===== config.mk =====
export PLATFORM = sky130hd
export DESIGN_NAME = iir_direct_form_one_filter
export DESIGN_NICKNAME = d
export VERILOG_FILES = /design/src/rtl/core/iirdf1_pkg.sv /design/src/rtl/core/iirdf1_ctrl.sv /design/src/rtl/core/iirdf1_dp.sv /design/src/rtl/core/iir_direct_form_one_filter.sv
export VERILOG_INCLUDE_DIRS = /design/src /design/src/rtl/core
export SDC_FILE = /design/constraint.sdc
export NUM_CORES = 2
export LEC_CHECK = 0
export BUFFER_PORTS_ARGS = -buffer_cell sky130_fd_sc_hd__buf_2
export CORE_MARGIN = 2
export CORE_UTILIZATION = 65
export DETAILED_ROUTE_END_ITERATION = 6
export PLACE_DENSITY = 0.81
export SKIP_CTS_REPAIR_TIMING = 1
export SYNTH_ARGS = -nofsm -noshare
export SYNTH_HDL_FRONTEND = slang
export SYNTH_HIERARCHICAL = 1
export SYNTH_SLANG_ARGS = --single-unit
export TNS_END_PERCENT = 50

===== constraint.sdc =====
create_clock -name clk -period 10.47 [get_ports clk]
set_input_delay 0 -clock clk [delete_from_list [all_inputs] [get_ports clk]]
set_output_delay 0 -clock clk [all_outputs]
set_load 0.01 [all_outputs]

===== src/rtl/core/iir_direct_form_one_filter_defines.svh =====
// ----------------------------------------------------------------------------
// IIR direct form I filter - assertion macros
// Concurrent assertion helpers, compiled out when SYNTH is defined.
// ----------------------------------------------------------------------------
`ifndef IIR_DIRECT_FORM_ONE_FILTER_DEFINES_SVH
`define IIR_DIRECT_FORM_ONE_FILTER_DEFINES_SVH

`ifndef SYNTH
// property must hold at every edge outside reset
`define IIRDF1_ASSERT(lbl, clk, rst_n, prop) \
	lbl: assert property (@(posedge clk) disable iff (!rst_n) prop) \
		else $error("iirdf1 assertion failed");
// condition must never be true outside reset
`define IIRDF1_NEVER(lbl, clk, rst_n, cond) \
	lbl: assert property (@(posedge clk) disable iff (!rst_n) !(cond)) \
		else $error("iirdf1 forbidden condition");
`else
`define IIRDF1_ASSERT(lbl, clk, rst_n, prop)
`define IIRDF1_NEVER(lbl, clk, rst_n, cond)
`endif

`endif


===== src/rtl/core/iirdf1_pkg.sv =====
// ----------------------------------------------------------------------------
// IIR direct form I filter - package
// Widths, register indexes, controller states and command/status types.
// ----------------------------------------------------------------------------
package iirdf1_pkg;

	localparam int FILTER_ORDER = 3;
	localparam int SAMPLE_WIDTH = 16;
	localparam int COEF_WIDTH   = 32;
	localparam int COEF_FRAC    = 28;

	localparam int NUM_REGS      = 7;
	localparam int REG_IDX_W     = 3;
	localparam int REG_FF_COEF_0 = 0;
	localparam int REG_FB_COEF_1 = 4;
	localparam logic [COEF_WIDTH-1:0] COEF_ONE = COEF_WIDTH'(1) << COEF_FRAC;

	localparam int NUM_TAPS = 2 * FILTER_ORDER + 1;
	localparam int TAP_W    = $clog2(NUM_TAPS);
	localparam int PROD_W   = COEF_WIDTH + SAMPLE_WIDTH;
	localparam int ACC_W    = PROD_W + $clog2(NUM_TAPS);
	localparam int Y_W      = ACC_W - COEF_FRAC;

	typedef enum logic [1:0] {
		ST_IDLE,
		ST_MAC,
		ST_DRAIN,
		ST_FINISH
	} state_t;

	typedef struct packed {
		logic             start;
		logic             issue;
		logic [TAP_W-1:0] tap;
		logic             load_out;
	} cmd_t;

	typedef struct packed {
		logic out_free;
	} status_t;

endpackage


===== src/rtl/core/iirdf1_ctrl.sv =====
// ----------------------------------------------------------------------------
// IIR direct form I filter - controller
// Sequences one word: accept, one tap per cycle, drain, write result.
// ----------------------------------------------------------------------------
module iirdf1_ctrl
	import iirdf1_pkg::*;
(
	input  logic    clk,
	input  logic    arst_n,
	input  logic    in_valid,
	output logic    in_ready,
	output cmd_t    cmd,
	input  status_t status
);

	localparam logic [TAP_W-1:0] LAST_TAP = TAP_W'(NUM_TAPS - 1);

	state_t           state_q, state_d;
	logic [TAP_W-1:0] tap_q, tap_d;

	always_ff @(posedge clk or negedge arst_n) begin
		if (!arst_n) begin
			state_q <= ST_IDLE;
			tap_q   <= '0;
		end else begin
			state_q <= state_d;
			tap_q   <= tap_d;
		end
	end

	always_comb begin
		state_d      = state_q;
		tap_d        = tap_q;
		in_ready     = 1'b0;
		cmd.start    = 1'b0;
		cmd.issue    = 1'b0;
		cmd.tap      = tap_q;
		cmd.load_out = 1'b0;
		case (state_q)
			ST_IDLE: begin
				in_ready = 1'b1;
				if (in_valid) begin
					cmd.start = 1'b1;
					tap_d     = '0;
					state_d   = ST_MAC;
				end
			end
			ST_MAC: begin
				cmd.issue = 1'b1;
				if (tap_q == LAST_TAP) begin
					state_d = ST_DRAIN;
				end else begin
					tap_d = tap_q + TAP_W'(1);
				end
			end
			ST_DRAIN: begin
				state_d = ST_FINISH;
			end
			ST_FINISH: begin
				if (status.out_free) begin
					cmd.load_out = 1'b1;
					state_d      = ST_IDLE;
				end
			end
			default: begin
				state_d = ST_IDLE;
			end
		endcase
	end

endmodule


===== src/rtl/core/iirdf1_dp.sv =====
// ----------------------------------------------------------------------------
// IIR direct form I filter - datapath
// Coefficient registers, sample histories, shared multiply-accumulate,
// rounding, saturation and the output register.
// ----------------------------------------------------------------------------
module iirdf1_dp
	import iirdf1_pkg::*;
(
	input  logic                           clk,
	input  logic                           arst_n,
	input  logic                           cfg_we,
	input  logic [REG_IDX_W-1:0]           cfg_index,
	input  logic [COEF_WIDTH-1:0]          cfg_data,
	input  logic signed [SAMPLE_WIDTH-1:0] sample_in,
	input  logic                           block_start,
	input  cmd_t                           cmd,
	output status_t                        status,
	output logic                           out_valid,
	input  logic                           out_ready,
	output logic signed [SAMPLE_WIDTH-1:0] sample_out,
	output logic                           clipped
);

	localparam logic signed [Y_W-1:0] Y_MAX = Y_W'((2 ** (SAMPLE_WIDTH - 1)) - 1);
	localparam logic signed [Y_W-1:0] Y_MIN = -Y_MAX - Y_W'(1);
	localparam logic signed [ACC_W-1:0] RND_HALF = ACC_W'(1) << (COEF_FRAC - 1);

	logic [COEF_WIDTH-1:0]          coef_q [NUM_REGS];
	logic signed [SAMPLE_WIDTH-1:0] pin_q  [FILTER_ORDER];
	logic signed [SAMPLE_WIDTH-1:0] pout_q [FILTER_ORDER];
	logic signed [SAMPLE_WIDTH-1:0] x_q;

	logic signed [SAMPLE_WIDTH-1:0] operand;
	logic signed [COEF_WIDTH-1:0]   coef_sel;
	logic                           sub;

	logic signed [PROD_W-1:0] prod_s1;
	logic                     sub_s1;
	logic                     prod_v_s1;
	logic signed [ACC_W-1:0]  acc_q;

	logic signed [ACC_W-1:0]        rnd;
	logic signed [Y_W-1:0]          y_full;
	logic signed [SAMPLE_WIDTH-1:0] y_sat;
	logic                           clip;

	logic                           out_valid_q;
	logic signed [SAMPLE_WIDTH-1:0] sample_out_q;
	logic                           clipped_q;

	// coefficient registers
	always_ff @(posedge clk or negedge arst_n) begin
		if (!arst_n) begin
			for (int r = 0; r < NUM_REGS; r++) begin
				coef_q[r] <= (r == REG_FF_COEF_0) ? COEF_ONE : '0;
			end
		end else begin
			for (int r = 0; r < NUM_REGS; r++) begin
				if (cfg_we && (cfg_index == REG_IDX_W'(r))) begin
					coef_q[r] <= cfg_data;
				end
			end
		end
	end

	// histories: clear on block start, advance on result
	always_ff @(posedge clk or negedge arst_n) begin
		if (!arst_n) begin
			for (int k = 0; k < FILTER_ORDER; k++) begin
				pin_q[k]  <= '0;
				pout_q[k] <= '0;
			end
		end else if (cmd.start && block_start) begin
			for (int k = 0; k < FILTER_ORDER; k++) begin
				pin_q[k]  <= '0;
				pout_q[k] <= '0;
			end
		end else if (cmd.load_out) begin
			for (int k = FILTER_ORDER - 1; k > 0; k--) begin
				pin_q[k]  <= pin_q[k-1];
				pout_q[k] <= pout_q[k-1];
			end
			pin_q[0]  <= x_q;
			pout_q[0] <= y_sat;
		end
	end

	// tap select
	always_comb begin
		operand  = x_q;
		coef_sel = $signed(coef_q[REG_FF_COEF_0]);
		sub      = 1'b0;
		for (int k = 1; k <= FILTER_ORDER; k++) begin
			if (cmd.tap == TAP_W'(k)) begin
				operand  = pin_q[k-1];
				coef_sel = $signed(coef_q[REG_FF_COEF_0 + k]);
				sub      = 1'b0;
			end
			if (cmd.tap == TAP_W'(FILTER_ORDER + k)) begin
				operand  = pout_q[k-1];
				coef_sel = $signed(coef_q[REG_FB_COEF_1 + k - 1]);
				sub      = 1'b1;
			end
		end
	end

	always_ff @(posedge clk) begin
		if (cmd.start) begin
			x_q <= sample_in;
		end
		prod_s1 <= coef_sel * operand;
		sub_s1  <= sub;
		if (cmd.start) begin
			acc_q <= '0;
		end else if (prod_v_s1) begin
			if (sub_s1) begin
				acc_q <= acc_q - ACC_W'(prod_s1);
			end else begin
				acc_q <= acc_q + ACC_W'(prod_s1);
			end
		end
	end

	always_ff @(posedge clk or negedge arst_n) begin
		if (!arst_n) begin
			prod_v_s1 <= 1'b0;
		end else begin
			prod_v_s1 <= cmd.issue;
		end
	end

	// round half up, drop fraction, saturate
	always_comb begin
		rnd    = acc_q + RND_HALF;
		y_full = rnd[ACC_W-1:COEF_FRAC];
		clip   = 1'b0;
		y_sat  = y_full[SAMPLE_WIDTH-1:0];
		if (y_full > Y_MAX) begin
			y_sat = Y_MAX[SAMPLE_WIDTH-1:0];
			clip  = 1'b1;
		end else if (y_full < Y_MIN) begin
			y_sat = Y_MIN[SAMPLE_WIDTH-1:0];
			clip  = 1'b1;
		end
	end

	// output word register
	always_ff @(posedge clk or negedge arst_n) begin
		if (!arst_n) begin
			out_valid_q <= 1'b0;
		end else if (cmd.load_out) begin
			out_valid_q <= 1'b1;
		end else if (out_ready) begin
			out_valid_q <= 1'b0;
		end
	end

	always_ff @(posedge clk) begin
		if (cmd.load_out) begin
			sample_out_q <= y_sat;
			clipped_q    <= clip;
		end
	end

	assign status.out_free = !out_valid_q || out_ready;
	assign out_valid       = out_valid_q;
	assign sample_out      = sample_out_q;
	assign clipped         = clipped_q;

endmodule


===== src/rtl/core/iir_direct_form_one_filter.sv =====
// ----------------------------------------------------------------------------
// IIR direct form I filter - top level
// Third-order fixed-point IIR filter, Q1.15 samples, Q4.28 coefficients.
//
//   channel  direction  handshake             word
//   in       sink       in_valid/in_ready     sample_in, block_start
//   out      source     out_valid/out_ready   sample_out, clipped
//   cfg      sink       cfg_we                cfg_index, cfg_data
//
// Each word passes through accept, one tap per cycle through the shared
// multiplier, one drain, one result write; the single multiply-accumulate
// unit bounds throughput, and one word is in work.
// The next word is accepted while a finished result waits in the output
// register; a stalled output holds the result write until the register frees.
// Reset clears histories and the controller, and loads default coefficients.
// ----------------------------------------------------------------------------
`include "iir_direct_form_one_filter_defines.svh"

module iir_direct_form_one_filter
	import iirdf1_pkg::*;
(
	input  logic                           clk,
	input  logic                           arst_n,
	input  logic                           cfg_we,
	input  logic [REG_IDX_W-1:0]           cfg_index,
	input  logic [COEF_WIDTH-1:0]          cfg_data,
	input  logic                           in_valid,
	output logic                           in_ready,
	input  logic signed [SAMPLE_WIDTH-1:0] sample_in,
	input  logic                           block_start,
	output logic                           out_valid,
	input  logic                           out_ready,
	output logic signed [SAMPLE_WIDTH-1:0] sample_out,
	output logic                           clipped
);

	localparam logic signed [SAMPLE_WIDTH-1:0] OUT_MAX = SAMPLE_WIDTH'((2 ** (SAMPLE_WIDTH - 1)) - 1);
	localparam logic signed [SAMPLE_WIDTH-1:0] OUT_MIN = -OUT_MAX - SAMPLE_WIDTH'(1);

	cmd_t    cmd;
	status_t status;

	iirdf1_ctrl u_ctrl (
		.clk      (clk),
		.arst_n   (arst_n),
		.in_valid (in_valid),
		.in_ready (in_ready),
		.cmd      (cmd),
		.status   (status)
	);

	iirdf1_dp u_dp (
		.clk         (clk),
		.arst_n      (arst_n),
		.cfg_we      (cfg_we),
		.cfg_index   (cfg_index),
		.cfg_data    (cfg_data),
		.sample_in   (sample_in),
		.block_start (block_start),
		.cmd         (cmd),
		.status      (status),
		.out_valid   (out_valid),
		.out_ready   (out_ready),
		.sample_out  (sample_out),
		.clipped     (clipped)
	);

	`IIRDF1_ASSERT(a_one_word, clk, arst_n, (in_valid && in_ready) |=> !in_ready)
	`IIRDF1_ASSERT(a_load_shows, clk, arst_n, cmd.load_out |=> out_valid)
	`IIRDF1_NEVER(a_no_issue_idle, clk, arst_n, in_ready && cmd.issue)
	`IIRDF1_ASSERT(a_clip_rails, clk, arst_n,
		(out_valid && clipped) |-> (sample_out == OUT_MAX || sample_out == OUT_MIN))

endmodule

# After elaboration in Yosys (flattened, before gate mapping)
# Index checks and enable logic that the tools add are counted.
[totals]
in_bits = 57
ff_bits = 460
wordCells = 105
[classes]
n_eq_ne = 19
mul = 1
order_cmp = 2
reduce_logical = 17
addsub = 4
n_mux = 39
[ops]
columns = ["op", "count"]
rows = [
  ["32-bit two-way mux", 6],
  ["48-bit two-way mux", 4],
  ["16-bit two-way mux", 8],
  ["51-bit by 29-bit adder with 51-bit output, second input constant", 1],
  ["51-bit by 48-bit adder with 51-bit output", 1],
  ["51-bit two-way mux", 1],
  ["51-bit by 48-bit subtractor with 51-bit output", 1],
  ["32-bit by 16-bit multiplier with 48-bit output", 1],
  ["23-bit by 16-bit greater-than comparator with 1-bit output, second input constant", 1],
  ["23-bit by 16-bit less-than comparator with 1-bit output, second input constant", 1],
  ["3-bit equality test, second input constant", 6],
  ["1-bit two-way mux", 13],
  ["3-bit by 2-bit equality test with 1-bit output, second input constant", 4],
  ["1-bit logical AND", 8],
  ["2-bit one-hot mux with 4 select lines", 1],
  ["3-bit by 1-bit equality test with 1-bit output, second input constant", 2],
  ["2-bit two-way mux", 3],
  ["3-bit two-way mux", 2],
  ["2-bit inequality test, second input constant", 3],
  ["3-bit one-hot mux with 2 select lines", 1],
  ["3-bit AND reduction", 2],
  ["2-bit nonzero test", 3],
  ["2-bit equality test, second input constant", 2],
  ["3-bit by 1-bit adder with 3-bit output, second input constant", 1],
  ["6 further kinds", 6],
]

# Depth between registers and ports, before layout
[depth]
word_depth = 8
mapped_depth = 37
mapped_depth_nobuf = 33

# Modules after synthesis
# Netlist, hierarchy kept.
[by_module_without_submodules]
columns = ["module", "n_inst", "cells_each", "area_per_inst_um2"]
rows = [
  ["iirdf1_dp", 1, 4296, 40495.1],
  ["iirdf1_ctrl", 1, 37, 397.9],
]

# Least setup slack after synthesis
# OpenSTA, ideal clock, no wires.
[synth_path]
path_type = "flip-flop to flip-flop"
start = "reg u_ctrl.tap_q[1]"
end = "reg u_dp.prod_s1[46]"
stages_incl_launch_ff = 34
path_buffers = 6
setup_slack_ns = 2.150
t_required_ns = 10.356
t_arrival_ns = 8.205
path_cell_list = "dfrtp_1 buf_2 nand2b_1 clkbuf_1 clkbuf_1 clkbuf_1 clkbuf_1 a21oi_1 a221oi_1 nor2_1 a21oi_1 clkbuf_1 nor2_1 fa_1 inv_1 fa_1 fa_1 inv_1 fa_1 fa_1 inv_1 fa_1 inv_1 ha_1 and3_1 and3_1 o2111ai_1 a31oi_1 o21ai_0 o21ai_0 o21ai_0 a41oi_1 mux2i_1 a2111oi_0"
[synth_via]
elab_chain_cells = 8
word_cells_on_any_way = 19
classes_between = "1 x mul; 6 x eq/ne; 12 x mux"
[synth_lines]
columns = ["item", "line_no", "rtl"]
rows = [
  ["start, declared", "iirdf1_ctrl.sv:19", "logic [TAP_W-1:0] tap_q, tap_d;"],
  ["start signal, assigned", "iirdf1_ctrl.sv:27", "tap_q <= tap_d;"],
  ["3-bit by 1-bit equality test with 1-bit output", "iirdf1_dp.sv:94", "if (cmd.tap == TAP_W'(k)) begin"],
  ["32-bit two-way mux / 16-bit two-way mux (equally long branches)", "iirdf1_dp.sv:94", ""],
  ["32-bit two-way mux / 16-bit two-way mux (equally long branches)", "iirdf1_dp.sv:99", "if (cmd.tap == TAP_W'(FILTER_ORDER + k)) begin"],
  ["32-bit two-way mux / 16-bit two-way mux (equally long branches)", "iirdf1_dp.sv:94", ""],
  ["32-bit two-way mux / 16-bit two-way mux (equally long branches)", "iirdf1_dp.sv:99", ""],
  ["32-bit two-way mux / 16-bit two-way mux (equally long branches)", "iirdf1_dp.sv:94", ""],
  ["32-bit two-way mux / 16-bit two-way mux (equally long branches)", "iirdf1_dp.sv:99", ""],
  ["32-bit by 16-bit multiplier with 48-bit output (*)", "iirdf1_dp.sv:111", "prod_s1 <= coef_sel * operand;"],
  ["end signal, assigned", "iirdf1_dp.sv:111", ""],
  ["end, declared", "iirdf1_dp.sv:37", "logic signed [PROD_W-1:0] prod_s1;"],
]
# Every way passes the cells marked *; elsewhere a longest branch is shown, timed or not.
# A chain may end at the register's enable or synchronous reset.

# Worst setup path after layout
[layout_path]
start = "reg u_ctrl.tap_q[2]"
end = "reg u_dp.prod_s1[46]"
# Same word-level chain as after synthesis.

==> flow_summary_export.csv <==
group,metric,value,unit
status,outcome,"finished, final reports clean",
logic_synthesis,synth_top_cell_area_share,23.8,%
placement,detailed_place_hpwl,79900,um
worst_setup_path,critical_path.max_fanout,35,
timing,final.period_utilization,90.7,%
timing,setup_tns,0,ns
placement,place.port_buffers,75,
logic_synthesis,post_synth_instance_area,0.0409,sq mm
global_route,grt_pass1_vias,32800,
die,die_h,255,um
timing,timing_hold_violations_final,0,
logic_synthesis,cell_taking_the_most_area_after_synthesis,"sky130_fd_sc_hd__fa_1",
worst_setup_path,cp_num_buf_inv,5,
logic_synthesis,ys_dominant_reg_cell,"sky130_fd_sc_hd__dfrtp_1",
clock_tree,cts_made_buffers,49,
worst_setup_path,cp_data_arrival_time,9.97,ns
logic_synthesis,synth_enable_flop_cells,33,
global_route,grt_start_max_net_pins,111,
final_layout,nNetsFinal,5076,
routing,route.detailed.drc,0,
routing,drt.antenna.violating_nets,0,
timing,grt_setup_unrepaired,"no",
logic_synthesis,synthMostInstantiatedCell,"sky130_fd_sc_hd__inv_1",
final_layout,ff_latch_area,0.0112,sq mm
die,row_count,91,
clock_tree,clk-insertion-delay-late,0.61,ns
job,cap_viol_max_count,0,
final_layout,antenna-diode-count,0,
clock_tree,tritoncts_num_sinks,460,
global_route,grtUsageTotal,34.5,%
timing,tightestPinTransition,1.23,ns
final_layout,utilization,71.7,%
timing,maxSlewViolCount,0,
logic_synthesis,syn-instance-count,4333,
die,die_area,0.0649,sq mm
timing,fmax,0.105,GHz
logic_synthesis,ys_ff_latch,460,
clock_tree,cts_tree,"done",
placement,placed_cell_area,0.0423,sq mm
clock_tree,cts_root_buffer,"sky130_fd_sc_hd__clkbuf_16",
final_layout,areaGrowthSynthToFinish,8.67,%
placement,globalplace.congestion,0.937,
worst_setup_path,timing.critical_path.required,10.94,ns
routing,wl_per_cell,20.8,um
logic_synthesis,top_area_cells_in_the_synthesized_netlist,"sky130_fd_sc_hd__fa_1 (24%), sky130_fd_sc_hd__dfrtp_1 (20%), sky130_fd_sc_hd__mux2_2 (6.2%)",
clock_tree,cts.htree.levels,2,
final_layout,finalInstanceArea,0.0444,sq mm
die,initial_core_util,66.0,%
logic_synthesis,synth_seq_area_share,27.3,%
placement,placed_cells,5095,
worst_setup_path,timing.critical_path.slowest_stage_cell,"sky130_fd_sc_hd__nor3b_4",
timing,fin_crit,9.50,ns
routing,drt_pre_antenna_iters,6,
global_route,antenna_found_initial,2,
worst_setup_path,critPathLaunchType,"flip-flop",
timing,timing.slew.headroom,17.8,%
logic_synthesis,synthArstFlopShare,71.1,%
timing,finalClockSkew,0.0200,ns
logic_synthesis,synth_top_cells_by_count,"sky130_fd_sc_hd__inv_1 (581), sky130_fd_sc_hd__fa_1 (487), sky130_fd_sc_hd__nor2_1 (468), sky130_fd_sc_hd__nand2_1 (419), sky130_fd_sc_hd__dfrtp_1 (326)",
routing,viasPerCell,6.17,
global_route,congestion_overflow_gr,0,
final_layout,total_area_of_multi_input_combinational_cells,0.0268,sq mm
min_path,hold_path_class,"in2async",
routing,detailroute.via_count,32300,
die,design.core.area,0.0619,sq mm
clock_tree,clk_path_buf_depth,3,
final_layout,layout-drive-gt1-share,11.9,%
logic_synthesis,synth_area_per_cell,9.44,sq um
logic_synthesis,syn-num-nets,5049,
final_layout,final-instance-count-excl-fill,5238,
die,design.portCount,76,
clock_tree,clk_pin_slew,0.07,ns
global_route,grt_pass1_wl,175000,um
logic_synthesis,yosys.cell_types.count,86,
logic_synthesis,synth.yosys.warnings,6,
routing,detailedRoute.firstIterationViolations,3333,
worst_setup_path,cp_top_delay_family,"adder cells",
timing,setup-violations-final,0,
worst_setup_path,critPathCaptureType,"flip-flop",
routing,routed_wl,109000,um
die,die_width,255,um
worst_setup_path,setup.worst_path.class,"reg2reg",
final_layout,n_fill_cell,4489,
worst_setup_path,cp_slowest_stage_delay,0.79,ns
==> worst reg2reg max path: cells and delay by family, from the launching register on <==
family	cells	cell delay, ns
adder cells (fa/ha/maj)	7	3.28
multiplexers	2	0.32
buffers and inverters	5	0.50
flip-flops	1	0.64
AND/OR/NAND/NOR	5	1.40
AO/OA/AOI/OAI	12	3.23
==> metal layers <==
metal / track usage (%) / vias up / part of all wire, %
li1: - / 14300 / -
met1: 45.9 / 16100 / 39
met2: 55.5 / 1599 / 47
met3: 6.18 / 333 / 8.9
met4: 15.6 / 0 / 5.0
met5: 0 / - / 0
==> state kept, by name (all words and copies together) (netlist names) <==
name and flops:
u_dp/clipped 1, u_dp/coef_q 224, u_dp/pout_q 48, u_dp/sub_s1 1
u_dp/acc_q 51, u_dp/x_q 16, u_ctrl/state_q 2, u_ctrl/tap_q 3
u_dp/pin_q 48, u_dp/sample_out 16, u_dp/out_valid 1, u_dp/prod_v_s1 1
u_dp/prod_s1 48
==> area by class of cell <==
| type | count | share of cell area, % |
|---|---|---|
| clock buffers | 65 | 3.08 |
| well taps | 837 | 2.36 |
| inverters | 582 | 4.92 |
| clock inverters | 27 | 0.670 |
| repair buffers | 213 | 3.57 |
| flip-flops and latches | 460 | 25.2 |
| multi-input cells | 3054 | 60.2 |
==> through the flow <==
step	setup WS, ns	hold slack (ns)
after floorplan	2.15	-0.296
after global routing	0.462	0.0889
after global placement	1.47	0.110
after CTS	1.13	-0.535
final	0.969	0.00990
after detailed placement	1.19	0.117
==> cell families after synthesis <==
| family | count (synthesis) | synth area share, % |
|---|---|---|
| flops | 460 | 27.3 |
| fa+ha+maj | 659 | 29.1 |
| simple gates | 1146 | 12.1 |
| mux | 270 | 7.31 |
| buf+inv | 819 | 7.54 |
| compound gates | 821 | 13.2 |
| xor+xnor | 158 | 3.38 |
==> final timing paths <==
check,depth (start not counted),from,slack [ns],endpoint
max reg2reg,31,u_ctrl/tap_q[2],0.97,u_dp/prod_s1[46]
min in group clk,2,sample_in[15],0.11,u_dp/x_q[15]
min,2,arst_n,0.01,u_dp/coef_q[209]
max,31,u_ctrl/tap_q[2],0.97,u_dp/prod_s1[46]
max in group asynchronous,4,arst_n,8.10,u_ctrl/tap_q[2]
min reg2reg,2,u_dp/acc_q[0],0.49,u_dp/acc_q[0]
==> cells in the final DEF, fill, tap and decap left out, types with 11 or more instances in the layout <==
master / netlist / final
sky130_fd_sc_hd__a211oi_1: 16 / 16
sky130_fd_sc_hd__a21o_1: 99 / 99
sky130_fd_sc_hd__a21oi_1: 292 / 284
sky130_fd_sc_hd__a221oi_1: 43 / 43
sky130_fd_sc_hd__a22o_1: 85 / 85
sky130_fd_sc_hd__a2bb2oi_1: 38 / 38
sky130_fd_sc_hd__a31oi_1: 22 / 22
sky130_fd_sc_hd__and2_1: 29 / 28
sky130_fd_sc_hd__and3_1: 15 / 15
sky130_fd_sc_hd__buf_2: 3 / 74
sky130_fd_sc_hd__buf_4: 1 / 84
sky130_fd_sc_hd__clkbuf_16: 0 / 50
sky130_fd_sc_hd__clkinv_2: 0 / 11
sky130_fd_sc_hd__dfrtp_1: 326 / 323
sky130_fd_sc_hd__dfxtp_1: 100 / 100
sky130_fd_sc_hd__dlygate4sd3_1: 0 / 51
sky130_fd_sc_hd__edfxtp_1: 33 / 33
sky130_fd_sc_hd__fa_1: 487 / 487
sky130_fd_sc_hd__ha_1: 172 / 172
sky130_fd_sc_hd__inv_1: 581 / 581
sky130_fd_sc_hd__mux2_2: 224 / 224
sky130_fd_sc_hd__mux2i_1: 43 / 43
sky130_fd_sc_hd__nand2_1: 419 / 419
sky130_fd_sc_hd__nand2b_1: 41 / 40
sky130_fd_sc_hd__nand3_1: 44 / 44
sky130_fd_sc_hd__nand4_1: 13 / 13
sky130_fd_sc_hd__nor2_1: 468 / 466
sky130_fd_sc_hd__nor2b_1: 13 / 13
sky130_fd_sc_hd__nor3_1: 33 / 31
sky130_fd_sc_hd__nor3b_1: 16 / 12
sky130_fd_sc_hd__o211ai_1: 28 / 28
sky130_fd_sc_hd__o21ai_0: 118 / 115
sky130_fd_sc_hd__o21bai_1: 11 / 11
sky130_fd_sc_hd__xnor2_1: 121 / 121
sky130_fd_sc_hd__xor2_1: 37 / 37
Power is left out: the tool's default activity adds up to more than one toggle a clock period on the data nets, which glitch-free logic cannot reach.
